==> config.mk <==
export PLATFORM = sky130hd
export DESIGN_NAME = klwu_out_fifo_flat
export DESIGN_NICKNAME = d
export VERILOG_FILES = /design/src/rtl/klwu_pkg.sv /design/src/rtl/klwu_if.sv /design/src/rtl/klwu_out_fifo.sv /design/src/flat_wrapper.sv
export SDC_FILE = /design/constraint.sdc
export NUM_CORES = 1
export LEC_CHECK = 0
export BUFFER_PORTS_ARGS = -buffer_cell sky130_fd_sc_hd__buf_2
export CORE_MARGIN = 2
export CORE_UTILIZATION = 55
export CTS_BUF_LIST = sky130_fd_sc_hd__clkbuf_2 sky130_fd_sc_hd__clkbuf_4 sky130_fd_sc_hd__clkbuf_8
export CTS_CLUSTER_DIAMETER = 40
export DETAILED_ROUTE_END_ITERATION = 6
export PLACE_DENSITY_LB_ADDON = 0.12
export SYNTH_ARGS = -nofsm -noshare
export SYNTH_HDL_FRONTEND = slang
export SYNTH_SLANG_ARGS = --single-unit
==> constraint.sdc <==
create_clock -name clk -period 2.6 [get_ports clk]
set_input_delay 0.39 -clock clk [delete_from_list [all_inputs] [get_ports clk]]
set_output_delay 0.39 -clock clk [all_outputs]
set_load 0.01 [all_outputs]
==> src/rtl/klwu_pkg.sv <==
// ----------------------------------------------------------------------------
// klwu_pkg
// Shared types, codes and constants of the keyed LZ word unpacker.
// ----------------------------------------------------------------------------
package klwu_pkg;

	localparam int HISTORY_DEPTH_DEF = 32768;
	localparam int FIFO_DEPTH        = 4;
	localparam int FIFO_PTR_W        = 2;
	localparam int FIFO_CNT_W        = 3;

	localparam logic [47:0] KEY_RESET  = 48'h4C796CB4A213;
	localparam logic [15:0] HDR_WORD   = 16'h0401;
	localparam logic [2:0]  KEY_LEN    = 3'd6;
	localparam logic [2:0]  KEY_LAST   = 3'd5;

	typedef enum logic [2:0] {
		PH_HDR_LO  = 3'd0,
		PH_HDR_HI  = 3'd1,
		PH_WORD_LO = 3'd2,
		PH_WORD_HI = 3'd3,
		PH_DIST_LO = 3'd4,
		PH_DIST_HI = 3'd5,
		PH_LITERAL = 3'd6
	} phase_t;

	typedef enum logic [1:0] {
		DONE_RUNNING    = 2'd0,
		DONE_ENDED      = 2'd1,
		DONE_BAD_HEADER = 2'd2
	} done_t;

	typedef enum logic [2:0] {
		ST_OK       = 3'd0,
		ST_ENDED    = 3'd1,
		ST_BAD_HDR  = 3'd2,
		ST_BAD_DIST = 3'd3,
		ST_REFUSED  = 3'd4
	} status_t;

	typedef struct packed {
		logic       out_valid;
		logic [7:0] out_byte;
		logic       copy_pending;
		status_t    status;
	} rsp_t;

	typedef struct packed {
		logic rd_en;
		logic wr_en;
		logic wr_copy;
	} hist_ctl_t;

	function automatic status_t done_status(input done_t d);
		status_t s;
		case (d)
			DONE_RUNNING:    s = ST_OK;
			DONE_ENDED:      s = ST_ENDED;
			DONE_BAD_HEADER: s = ST_BAD_HDR;
			default:         s = ST_OK;
		endcase
		return s;
	endfunction

endpackage

==> src/rtl/klwu_if.sv <==


interface klwu_rsp_if;
	logic       valid;
	logic       ready;
	logic       out_valid;
	logic [7:0] out_byte;
	logic       copy_pending;
	logic [2:0] status;

	modport source (output valid, out_valid, out_byte, copy_pending, status, input ready);
	modport sink   (input valid, out_valid, out_byte, copy_pending, status, output ready);
endinterface


==> src/rtl/klwu_out_fifo.sv <==
// ----------------------------------------------------------------------------
// klwu_out_fifo
// Small result buffer between the pipeline and the result channel.
// ----------------------------------------------------------------------------
module klwu_out_fifo (
	input  logic                                 clk,
	input  logic                                 arst_n,
	input  logic                                 push,
	input  klwu_pkg::rsp_t                       push_data,
	output logic [klwu_pkg::FIFO_CNT_W-1:0]      count,
	klwu_rsp_if.source                           rsp
);
	import klwu_pkg::*;

	rsp_t                  ent_q [FIFO_DEPTH];
	logic [FIFO_PTR_W-1:0] wr_ptr_q;
	logic [FIFO_PTR_W-1:0] rd_ptr_q;
	logic [FIFO_CNT_W-1:0] count_q;
	logic                  pop;
	rsp_t                  head;

	assign head             = ent_q[rd_ptr_q];
	assign rsp.valid        = (count_q != '0);
	assign rsp.out_valid    = head.out_valid;
	assign rsp.out_byte     = head.out_byte;
	assign rsp.copy_pending = head.copy_pending;
	assign rsp.status       = head.status;
	assign pop              = rsp.valid & rsp.ready;
	assign count            = count_q;

	always_ff @(posedge clk) begin
		if (push) begin
			ent_q[wr_ptr_q] <= push_data;
		end
	end

	always_ff @(posedge clk or negedge arst_n) begin
		if (!arst_n) begin
			wr_ptr_q <= '0;
			rd_ptr_q <= '0;
			count_q  <= '0;
		end else begin
			if (push) begin
				wr_ptr_q <= wr_ptr_q + FIFO_PTR_W'(1);
			end
			if (pop) begin
				rd_ptr_q <= rd_ptr_q + FIFO_PTR_W'(1);
			end
			count_q <= count_q + FIFO_CNT_W'(push) - FIFO_CNT_W'(pop);
		end
	end

endmodule

==> src/flat_wrapper.sv <==
// flat-port wrapper written by rule: the top's interface ports become plain ports
module klwu_out_fifo_flat import klwu_pkg::*;
  (clk, arst_n, push, push_data, count, rsp_valid, rsp_out_valid, rsp_out_byte, rsp_copy_pending, rsp_status, rsp_ready);
  klwu_rsp_if rsp_i ();
  input  logic clk;
  input  logic arst_n;
  input  logic push;
  input  klwu_pkg::rsp_t push_data;
  output logic [klwu_pkg::FIFO_CNT_W-1:0] count;
  output wire logic [$bits(rsp_i.valid)-1:0] rsp_valid;
  output wire logic [$bits(rsp_i.out_valid)-1:0] rsp_out_valid;
  output wire logic [$bits(rsp_i.out_byte)-1:0] rsp_out_byte;
  output wire logic [$bits(rsp_i.copy_pending)-1:0] rsp_copy_pending;
  output wire logic [$bits(rsp_i.status)-1:0] rsp_status;
  input wire logic [$bits(rsp_i.ready)-1:0] rsp_ready;
  assign rsp_valid = rsp_i.valid;
  assign rsp_out_valid = rsp_i.out_valid;
  assign rsp_out_byte = rsp_i.out_byte;
  assign rsp_copy_pending = rsp_i.copy_pending;
  assign rsp_status = rsp_i.status;
  assign rsp_i.ready = rsp_ready;
  klwu_out_fifo u_core (.clk(clk), .arst_n(arst_n), .push(push), .push_data(push_data), .count(count), .rsp(rsp_i));
endmodule
======== Word level (Yosys, flattened, before mapping) ========
Memory sizes are Yosys's and may differ from the RTL's.
Cells that the tools add are included.
word-level totals
  bits in registers ....................... 7
  memory bits (writable) .................. 52
  input port bits ......................... 17
  output and inout bits ................... 17
  logic and storage cells ................. 12
  memories kept ........................... 1
memory list
  name          depth  bits a word  read ports  clocked after memory_dff  write ports  RTL line             source
  u_core.ent_q  4      13           1           0                         1            klwu_out_fifo.sv:15  rsp_t ent_q [FIFO_DEPTH];
cells by class
  $add $sub $neg .......................... 4
  multiplexer cells ....................... 2
  bitwise gates (word level) .............. 1
  reduce and logical (&&, ||, !) cells .... 1
operators by type and width
  kind                                                           number
  2-bit by 1-bit adder with 2-bit output, second input constant  2
  3-bit by 1-bit adder with 3-bit output                         1
  3-bit nonzero test                                             1
  3-bit by 1-bit subtractor with 3-bit output                    1
  1-bit two-way mux                                              2
  1-bit bitwise AND                                              1

======== Logic depth before layout (Yosys ltp) ========
Gate-level depths: netlist (run 1).
  depth after elaboration ................. 3
  gate-level depth with buffers ........... 7
  depth with buffers taken out ............ 7

======== Worst setup path after synthesis (run 1) ========
No wires, ideal clock.
  path type ............................... register to register
  start point ............................. register u_core.count_q[1] (netlist: u_core.count[1])
  end point ............................... register u_core.count_q[2] (netlist: u_core.count[2])
  data arrival time ....................... 1.852 ns
  required time ........................... 2.477 ns
  slack ................................... 0.625 ns
  cell stages (with the launch flop) ...... 8
  buffers on the path ..................... 0
  period minus slack after synthesis ...... 1.975 ns
  cells stage by stage .................... dfrtp_1 -> o31a_1 -> ha_1 -> inv_1 -> ha_1 -> fa_1 -> xnor2_1 -> xnor2_1
between the ends
  cells in the longest elaborated chain, start to end .. 3
  elaborated cells between the ends (all ways) .. 4
RTL lines
  element                                      RTL line             source
  start: declaration                           klwu_out_fifo.sv:18  logic [FIFO_CNT_W-1:0] count_q;
  start signal: assignment                     klwu_out_fifo.sv:49  count_q <= count_q + FIFO_CNT_W'(push) - FIFO_CNT_W'(pop);
  3-bit nonzero test                           klwu_out_fifo.sv:23  assign rsp.valid = (count_q != '0);
  1-bit bitwise AND                            klwu_out_fifo.sv:28  assign pop = rsp.valid & rsp.ready;
  named net u_core.pop                         klwu_out_fifo.sv:19  logic pop;
  3-bit by 1-bit subtractor with 3-bit output  klwu_out_fifo.sv:49
The timed path passes the listed nets, and every way through them passes these cells.
A chain may end at the register's enable or synchronous reset.

======== Worst setup path after layout (run 1) ========
Same ends and word-level chain as after synthesis.

==> run summary, run 1 <==
Critical path fanouts, max: 5
Synth top area cells: edfxtp_1 68%, mux4_2 7.8%, dfrtp_1 7.6%, mux4_1 5.7%, ha_1 3.3%
Cell taking the most area after synthesis: edfxtp_1
All-Layer GR Usage: 18.58%
Synthesized area per cell: 22.58 um2
Mapped Cells: 102
Num CTS Buffers: 9
CP Data Required Time: 2.84 ns
Finished Core Util: 67.92%
WP data arrival: 2.29 ns
Yosys warns: 0
Fmax: 486.5 MHz
Max VDD drop: 688.4 uV
Setup_tns: 0 ns
Post-route cell area: 0.002736 mm2
CP Capture Type: register
FF+latch count, synth: 59
DR vias: 1078
Netlist cell types: 18
Tmin final: 2.056 ns
Via density: 5.363
Hold Vio Cnt, Final: 0
Iter 0 DRT Violations: 52
DR WL/cell: 18.11 um
# setup viols final: 0
Worst hold slack: 0.2715 ns
# port buffers: 33
Critical Path Start Type: register
Worst-skew pair later-pin latency: 0.33 ns
GPL Wtd Cong: 0.6353
Leakage: 1.034 nW
Full die area: 0.004722 mm2
Largest net degree at the start of global routing: 15
Slew Viols, Final: 0
Post-route ant nets: 0
First-pass DRT Iterations: 4
Area Overhead vs Synth: 18.79%
Tightest Pin Transition: 0.7243 ns
Nets: 170
Fin crit share: 79.06%
Synthesized area: 0.002303 mm2
Clock root cell: clkbuf_8
RSZ-0062 raised after global routing: false
Placed Area: 0.002510 mm2
Chip height: 68.72 um
DRC viols: 0
H-tree Lvls: 3
Site Rows: 23
Antenna violations before repair: 0
Ports: 34
Antenna cells: 0
P per Cell Area: 1159 mW/mm2
Share of post-route cells with drive strength above 1: 38.41%
Worst hold path type: in -> reg
Post-synth top area share: 67.79%
Outcome: complete, no violations
Max Cap Viol: 0
Clock sink count: 59
Vias in the first global route: 1133
DIE WIDTH: 68.72 um
Core area: 0.004029 mm2
DP HPWL: 2332 um
Clock transition at the registers of the reported paths: 0.06 ns
Critical path class: reg -> reg
Post-synthesis sequential area ratio: 75.39%
Clock buffer depth: 2
Slew headroom: 51.72%
Post CTS Setup Buffer Count: 0
Drt total wl: 3640 um
Starting Density: 57.17%
GRT overflow: 0
TritonCTS clock tree: done
First-pass GRT wire length: 5651 um
Setup Skew: 0.005972 ns
Syn nets: 126
==> routing by layer <==
layer	vias to the layer above	GRT usage, %	routed length, um
li1	500	-	-
met1	537	21.66	1489
met2	34	29.93	1902
met3	7	7.305	188
met4	0	9.559	61
met5	-	0	0
==> stage by stage <==
| stage | worst slack (ns) | total power [mW] | cells |
|---|---|---|---|
| finish | 0.5445 | 3.170 | 201 |
| global route | 0.4335 | 3.362 | 201 |
| CTS | 0.5348 | 3.207 | 201 |
| detailed placement | 0.5816 | 2.299 | 184 |
| global placement | 0.6587 | 2.254 | 184 |
| floorplan | 0.6249 | 2.008 | 102 |
==> sequential cells by signal, indices dropped and copies added, names as in the netlist <==
signal and count:
u_core.ent_q 52, u_core.count 3, u_core.rd_ptr_q 2, u_core.wr_ptr_q 2
==> path summary, 6_finish.rpt <==
check | startpoint | endpoint | slack, ns | cells after the start
min in group asynchronous | arst_n | u_core.wr_ptr_q[1] | 0.43 | 2
worst min register to register | u_core.wr_ptr_q[0] | u_core.wr_ptr_q[0] | 0.54 | 1
worst max-delay path | u_core.count[1] | u_core.count[2] | 0.54 | 7
worst min-delay path | push_data[9] | u_core.ent_q[3][9] | 0.27 | 1
max in group asynchronous | arst_n | u_core.count[2] | 2.02 | 2
worst max register to register | u_core.count[1] | u_core.count[2] | 0.54 | 7
==> cell usage after synthesis <==
| library cell | instances |
|---|---|
| edfxtp_1 | 52 |
| mux4_2 | 8 |
| dfrtp_1 | 7 |
| ha_1 | 6 |
| inv_1 | 6 |
| mux4_1 | 5 |
| and2_1 | 4 |
| xnor2_1 | 3 |
| xor2_1 | 2 |
| buf_12 | 1 |
| buf_2 | 1 |
| buf_6 | 1 |
| fa_1 | 1 |
| nand2_1 | 1 |
| o21ai_0 | 1 |
| o311ai_0 | 1 |
| o31a_1 | 1 |
| or3_1 | 1 |
==> area by class of cell <==
type,instances,area (um2)
Clock buffer,11,138.9
Clock inverter,5,77.57
Fill cell,270,1292
Inverter,6,22.52
Multi-Input combinational cell,34,508.0
Sequential cell,59,1737
Tap cell,50,62.56
Timing Repair Buffer,36,190.2
==> worst max-delay path: stages, from the launching register on <==
cell     delay, ns
dfrtp_1       0.42
o31a_1        0.34
ha_1          0.29
inv_1         0.04
ha_1          0.18
fa_1          0.38
xnor2_1       0.17
xnor2_1       0.15
==> repair_timing <==
action	CTS	global route
hold buffers	1	0
gates resized for setup	0	0
setup endpoints to repair	0	0
endpoints found under the hold margin	7	0
==> power by group <==
group	switching [mW]	leakage (nW)	internal, mW	total (mW)
logic	0.449	0.362	0.440	0.889
registers	0.123	0.560	1.26	1.39
clock network	0.337	0.112	0.558	0.895
==> placed cells by master, fill, tap and decap left out <==
| cell type | count |
|---|---|
| and2_1 | 4 |
| xnor2_1 | 3 |
| mux4_2 | 8 |
| nand2_1 | 1 |
| o311ai_0 | 1 |
| clkbuf_8 | 9 |
| clkinv_2 | 1 |
| edfxtp_1 | 52 |
| fa_1 | 1 |
| dlygate4sd3_1 | 1 |
| dfrtp_1 | 7 |
| clkinv_1 | 1 |
| buf_4 | 2 |
| or3_1 | 1 |
| mux4_1 | 5 |
| xor2_1 | 2 |
| bufinv_16 | 2 |
| clkinv_4 | 1 |
| buf_2 | 33 |
| ha_1 | 6 |
| inv_1 | 6 |
| clkbuf_4 | 2 |
| o21ai_0 | 1 |
| o31a_1 | 1 |
==> cell families (layout without fill, tap and decap cells) <==
logic type | count (synthesis) | in the layout | synth area share (%)
flip-flops | 59 | 59 | 75.39
multiplexers | 13 | 13 | 13.53
buffers and inverters | 9 | 58 | 2.553
adder cells (fa/ha/maj) | 7 | 7 | 4.128
AND/OR/NAND/NOR | 6 | 6 | 1.521
XOR/XNOR | 5 | 5 | 1.901
AO/OA/AOI/OAI | 3 | 3 | 0.9777
No activity file was read; power rests on OpenSTA's default activity.
==> run 2: changes to the inputs <==
--- a/config.mk
+++ b/config.mk
@@ -5,6 +5,7 @@
 export SDC_FILE = /design/constraint.sdc
 export NUM_CORES = 1
 export LEC_CHECK = 0
+export ABC_AREA = 1
 export BUFFER_PORTS_ARGS = -buffer_cell sky130_fd_sc_hd__buf_2
 export CORE_MARGIN = 2
 export CORE_UTILIZATION = 55
==> constraint.sdc (replaced) <==
create_clock -name clk -period 2 [get_ports clk]
set_input_delay 0.3 -clock clk [delete_from_list [all_inputs] [get_ports clk]]
set_output_delay 0.3 -clock clk [all_outputs]
set_load 0.01 [all_outputs]
==> run summary, run 2 <==
Area Overhead vs Synth: 19.18%
Critical path fanouts, max: 3 (-2)
# setup viols final: 0 (unchanged)
Post-synthesis compound-gate area fraction: 5.408% (+4.4 points)
Total Power: 4.493 mW (+42%)
DR WL/cell: 13.43 um (-26%)
Max VDD drop: 765.3 uV (+11%)
Hold Vio Cnt, Final: 0 (unchanged)
TritonCTS clock tree: done
Crit-path slowest cell: dfrtp_1
Ports: 34 (unchanged)
WP data arrival: 2.13 ns (-0.16 ns)
Slew Viols, Final: 0 (unchanged)
Share of post-route cells with drive strength above 1: 24.72% (-14 points)
RSZ-0062 raised after global routing: true
Leakage: 1.312 nW (+27%)
All-Layer GR Usage: 18.49% (-0.086 points)
DR vias: 1559 (+45%)
DIE WIDTH: 71.40 um (+3.9%)
Start point of the critical path: u_core.count[0]
Fin crit share: 95.59% (+17 points)
Mapped Cells: 217 (+110%)
Largest family of logic cells by synthesized area: simple AND/OR/NAND/NOR gates
Crit path buffers/inverters: 2 (+1)
Clock transition at the registers of the reported paths: 0.06 ns (about the same)
Worst hold start: push_data[10]
Post-route ant nets: 0 (unchanged)
Max Cap Viol: 0 (unchanged)
Tightest Pin Transition: 0.4762 ns (-0.2480 ns)
GRT overflow: 0 (unchanged)
First-pass GRT wire length: 6762 um (+20%)
Most frequent cell after synthesis: nand2_1
GPL Wtd Cong: 0.7723 (+22%)
Placed Area: 0.002709 mm2 (+7.9%)
Cell taking the most area after synthesis: edfxtp_1
Number of synthesized flops with an enable pin: 52 (unchanged)
Post-synth top flop: edfxtp_1
Clock sink count: 59 (unchanged)
Mux cell area share after synthesis: 0% (-14 points)
Antenna cells: 0 (unchanged)
# fillers: 322 (+19%)
Worst hold path type: in -> reg
CP Data Required Time: 2.22 ns (-0.62 ns)
Nets: 286 (+68%)
Fmax: 523.1 MHz (+7.5%)
Post-route cell area: 0.002978 mm2 (+8.8%)
Post-synthesis sequential area ratio: 69.50% (-5.9 points)
Slew headroom: 68.21% (+16 points)
# port buffers: 33 (unchanged)
Antenna violations before repair: 0 (unchanged)
Synth top area cells: edfxtp_1 62%, nand2_1 8.3%, dfrtp_1 7.0%, o21ai_1 4.4%, nor2_1 4.1%
First-pass DRT Iterations: 4 (unchanged)
P per Cell Area: 1509 mW/mm2 (+30%)
Outcome: complete, no violations
Synthesized area per cell: 11.51 um2 (-49%)
Top delay family on crit path: adder cells
Site Rows: 24 (+4.3%)
H-tree Lvls: 3 (unchanged)
Post-synth top area share: 62.49% (-5.3 points)
Starting Density: 57.39% (+0.21 points)
Iter 0 DRT Violations: 90 (+73%)
Asr flop ratio synth: 11.86% (unchanged)
Commonest cells post-synth: 55 x nand2_1, 52 x edfxtp_1, 27 x nor2_1
Synthesized area: 0.002499 mm2 (+8.5%)
Post-synthesis adder-cell area fraction: 3.806% (-0.32 points)
DP HPWL: 2587 um (+11%)
Critical path class: reg -> reg
Layout Cells excl Fill: 319 (+59%)
Most frequent cells in the layout: 53 x nand2_1, 52 x edfxtp_1, 33 x buf_2, 26 x nor2_1, 24 x inv_1
Finished Core Util: 68.39% (+0.47 points)
Full die area: 0.005098 mm2 (+8.0%)
CP Capture Type: register
Vias in the first global route: 1499 (+32%)
Commonest non-fill, non-tap cell in the layout: nand2_1
DRC viols: 0 (unchanged)
Via density: 4.887 (-8.9%)
Critical Path Start Type: register
Setup Skew: 0.003757 ns (-0.002215 ns)
FF+latch count, synth: 59 (unchanged)
Clock buffer depth: 2 (unchanged)
Yosys warns: 0 (unchanged)
Top reg by flops: u_core.ent_q
Drt total wl: 4285 um (+18%)
Clock root cell: clkbuf_8
Core area: 0.004354 mm2 (+8.1%)
Post-Synth Simple-Gate Area: 12.72% (+11 points)
Tmin final: 1.912 ns (-0.1437 ns)
Setup_tns: 0 ns (unchanged)
Chip height: 71.40 um (+3.9%)
Largest net degree at the start of global routing: 30 (+15)
Crit path largest cell delay: 0.40 ns (-0.02 ns)
Netlist cell types: 16 (-2)
Worst-skew pair later-pin latency: 0.32 ns (about the same)
Xor and xnor fraction of the mapped netlist area: 1.052% (-0.85 points)
Syn nets: 241 (+91%)
Crit path cell chain: nor2_2 -> nand2_2 -> nand2_2 -> inv_2 -> ha_4 -> inv_2 -> ha_4 -> fa_2 -> xor2_1 -> nand2_1 -> nand2_1
Largest register FFs: 52 (unchanged)
FF-to-FF Start: u_core.count[0]
Post-Place Cells: 299 (+63%)
Num CTS Buffers: 9 (unchanged)
[run 2: cell types whose count changed after synthesis, sizes merged, moves of 2 or more]
cell / before / now
and2: 4 / 0
buf: 3 / 8
inv: 6 / 28
mux4: 13 / 0
nand2: 1 / 55
nand3: 0 / 2
nor2: 0 / 27
o21ai: 1 / 27
xnor2: 3 / 1
[run 2: per-layer routing]
layer  vias up  wire length [um]  track usage [%]
met2        36              2136            31.79
met1       721              1852            21.51
met4         0                92            10.06
met3         8               203            4.219
li1        794                 -                -
met5         -                 0                0
[run 2: repair_timing]
| action | in CTS | in global routing |
|---|---|---|
| endpoints found under the setup margin | 0 | 1 |
| hold buffers | 1 | 0 |
| hold endpoints to repair | 7 | 0 |
| resized for setup | 0 | 7 |
| setup buffers | 0 | 3 |
[run 2: worst reg2reg max path: stages, from the launching register on]
cell	delay, ns
dfrtp_1	0.40
nor2_2	0.13
nand2_2	0.08
nand2_2	0.08
inv_2	0.05
ha_4	0.25
inv_2	0.03
ha_4	0.15
fa_2	0.37
xor2_1	0.15
nand2_1	0.07
nand2_1	0.05
[run 2: worst paths after layout]
| kind | endpoint | slack [ns] | depth (start not counted) |
|---|---|---|---|
| min in group asynchronous | u_core.wr_ptr_q[0] | 0.34 | 2 |
| min | u_core.ent_q[0][10] | 0.19 | 1 |
| max in group asynchronous | u_core.rd_ptr_q[1] | 1.50 | 2 |
| max reg2reg | u_core.count[2] | 0.09 | 11 |
| min reg2reg | u_core.rd_ptr_q[1] | 0.49 | 2 |
| max | u_core.count[2] | 0.09 | 11 |
[run 2: power by group]
part           total [mW]  internal (mW)  switching, mW
Sequential           1.74           1.64          0.104
Clock                1.12          0.685          0.431
Combinational        1.64          0.624           1.01
Total                4.49           2.95           1.55
[run 2: logic make-up after synthesis]
kind of cell / count (synthesis)
AOI/OAI and AO/OA: 27
xor gates and xnor gates: 3
adders and majority gates: 7
buffers and inverters: 37
DFF: 59
and+or+nand+nor: 84
[run 2: cell type report]
cell class	count	area, um2	share of cell area [%]
Inverter	28	105.1	3.529
Clock buffer	9	123.9	4.160
Tap cell	52	65.06	2.185
Timing Repair Buffer	43	255.2	8.571
Multi-Input combinational cell	121	609.3	20.46
Clock inverter	7	82.58	2.773
Sequential cell	59	1737	58.32
[run 2: through the flow]
step / setup WS, ns / hold slack (ns)
after global routing: -0.03388 / 0.1810
after floorplan: 0.05684 / 0.004409
final: 0.08817 / 0.1897
after global placement: 0.09319 / 0.1422
after CTS: 0.03290 / 0.1765
after detailed placement: 0.04160 / 0.1443
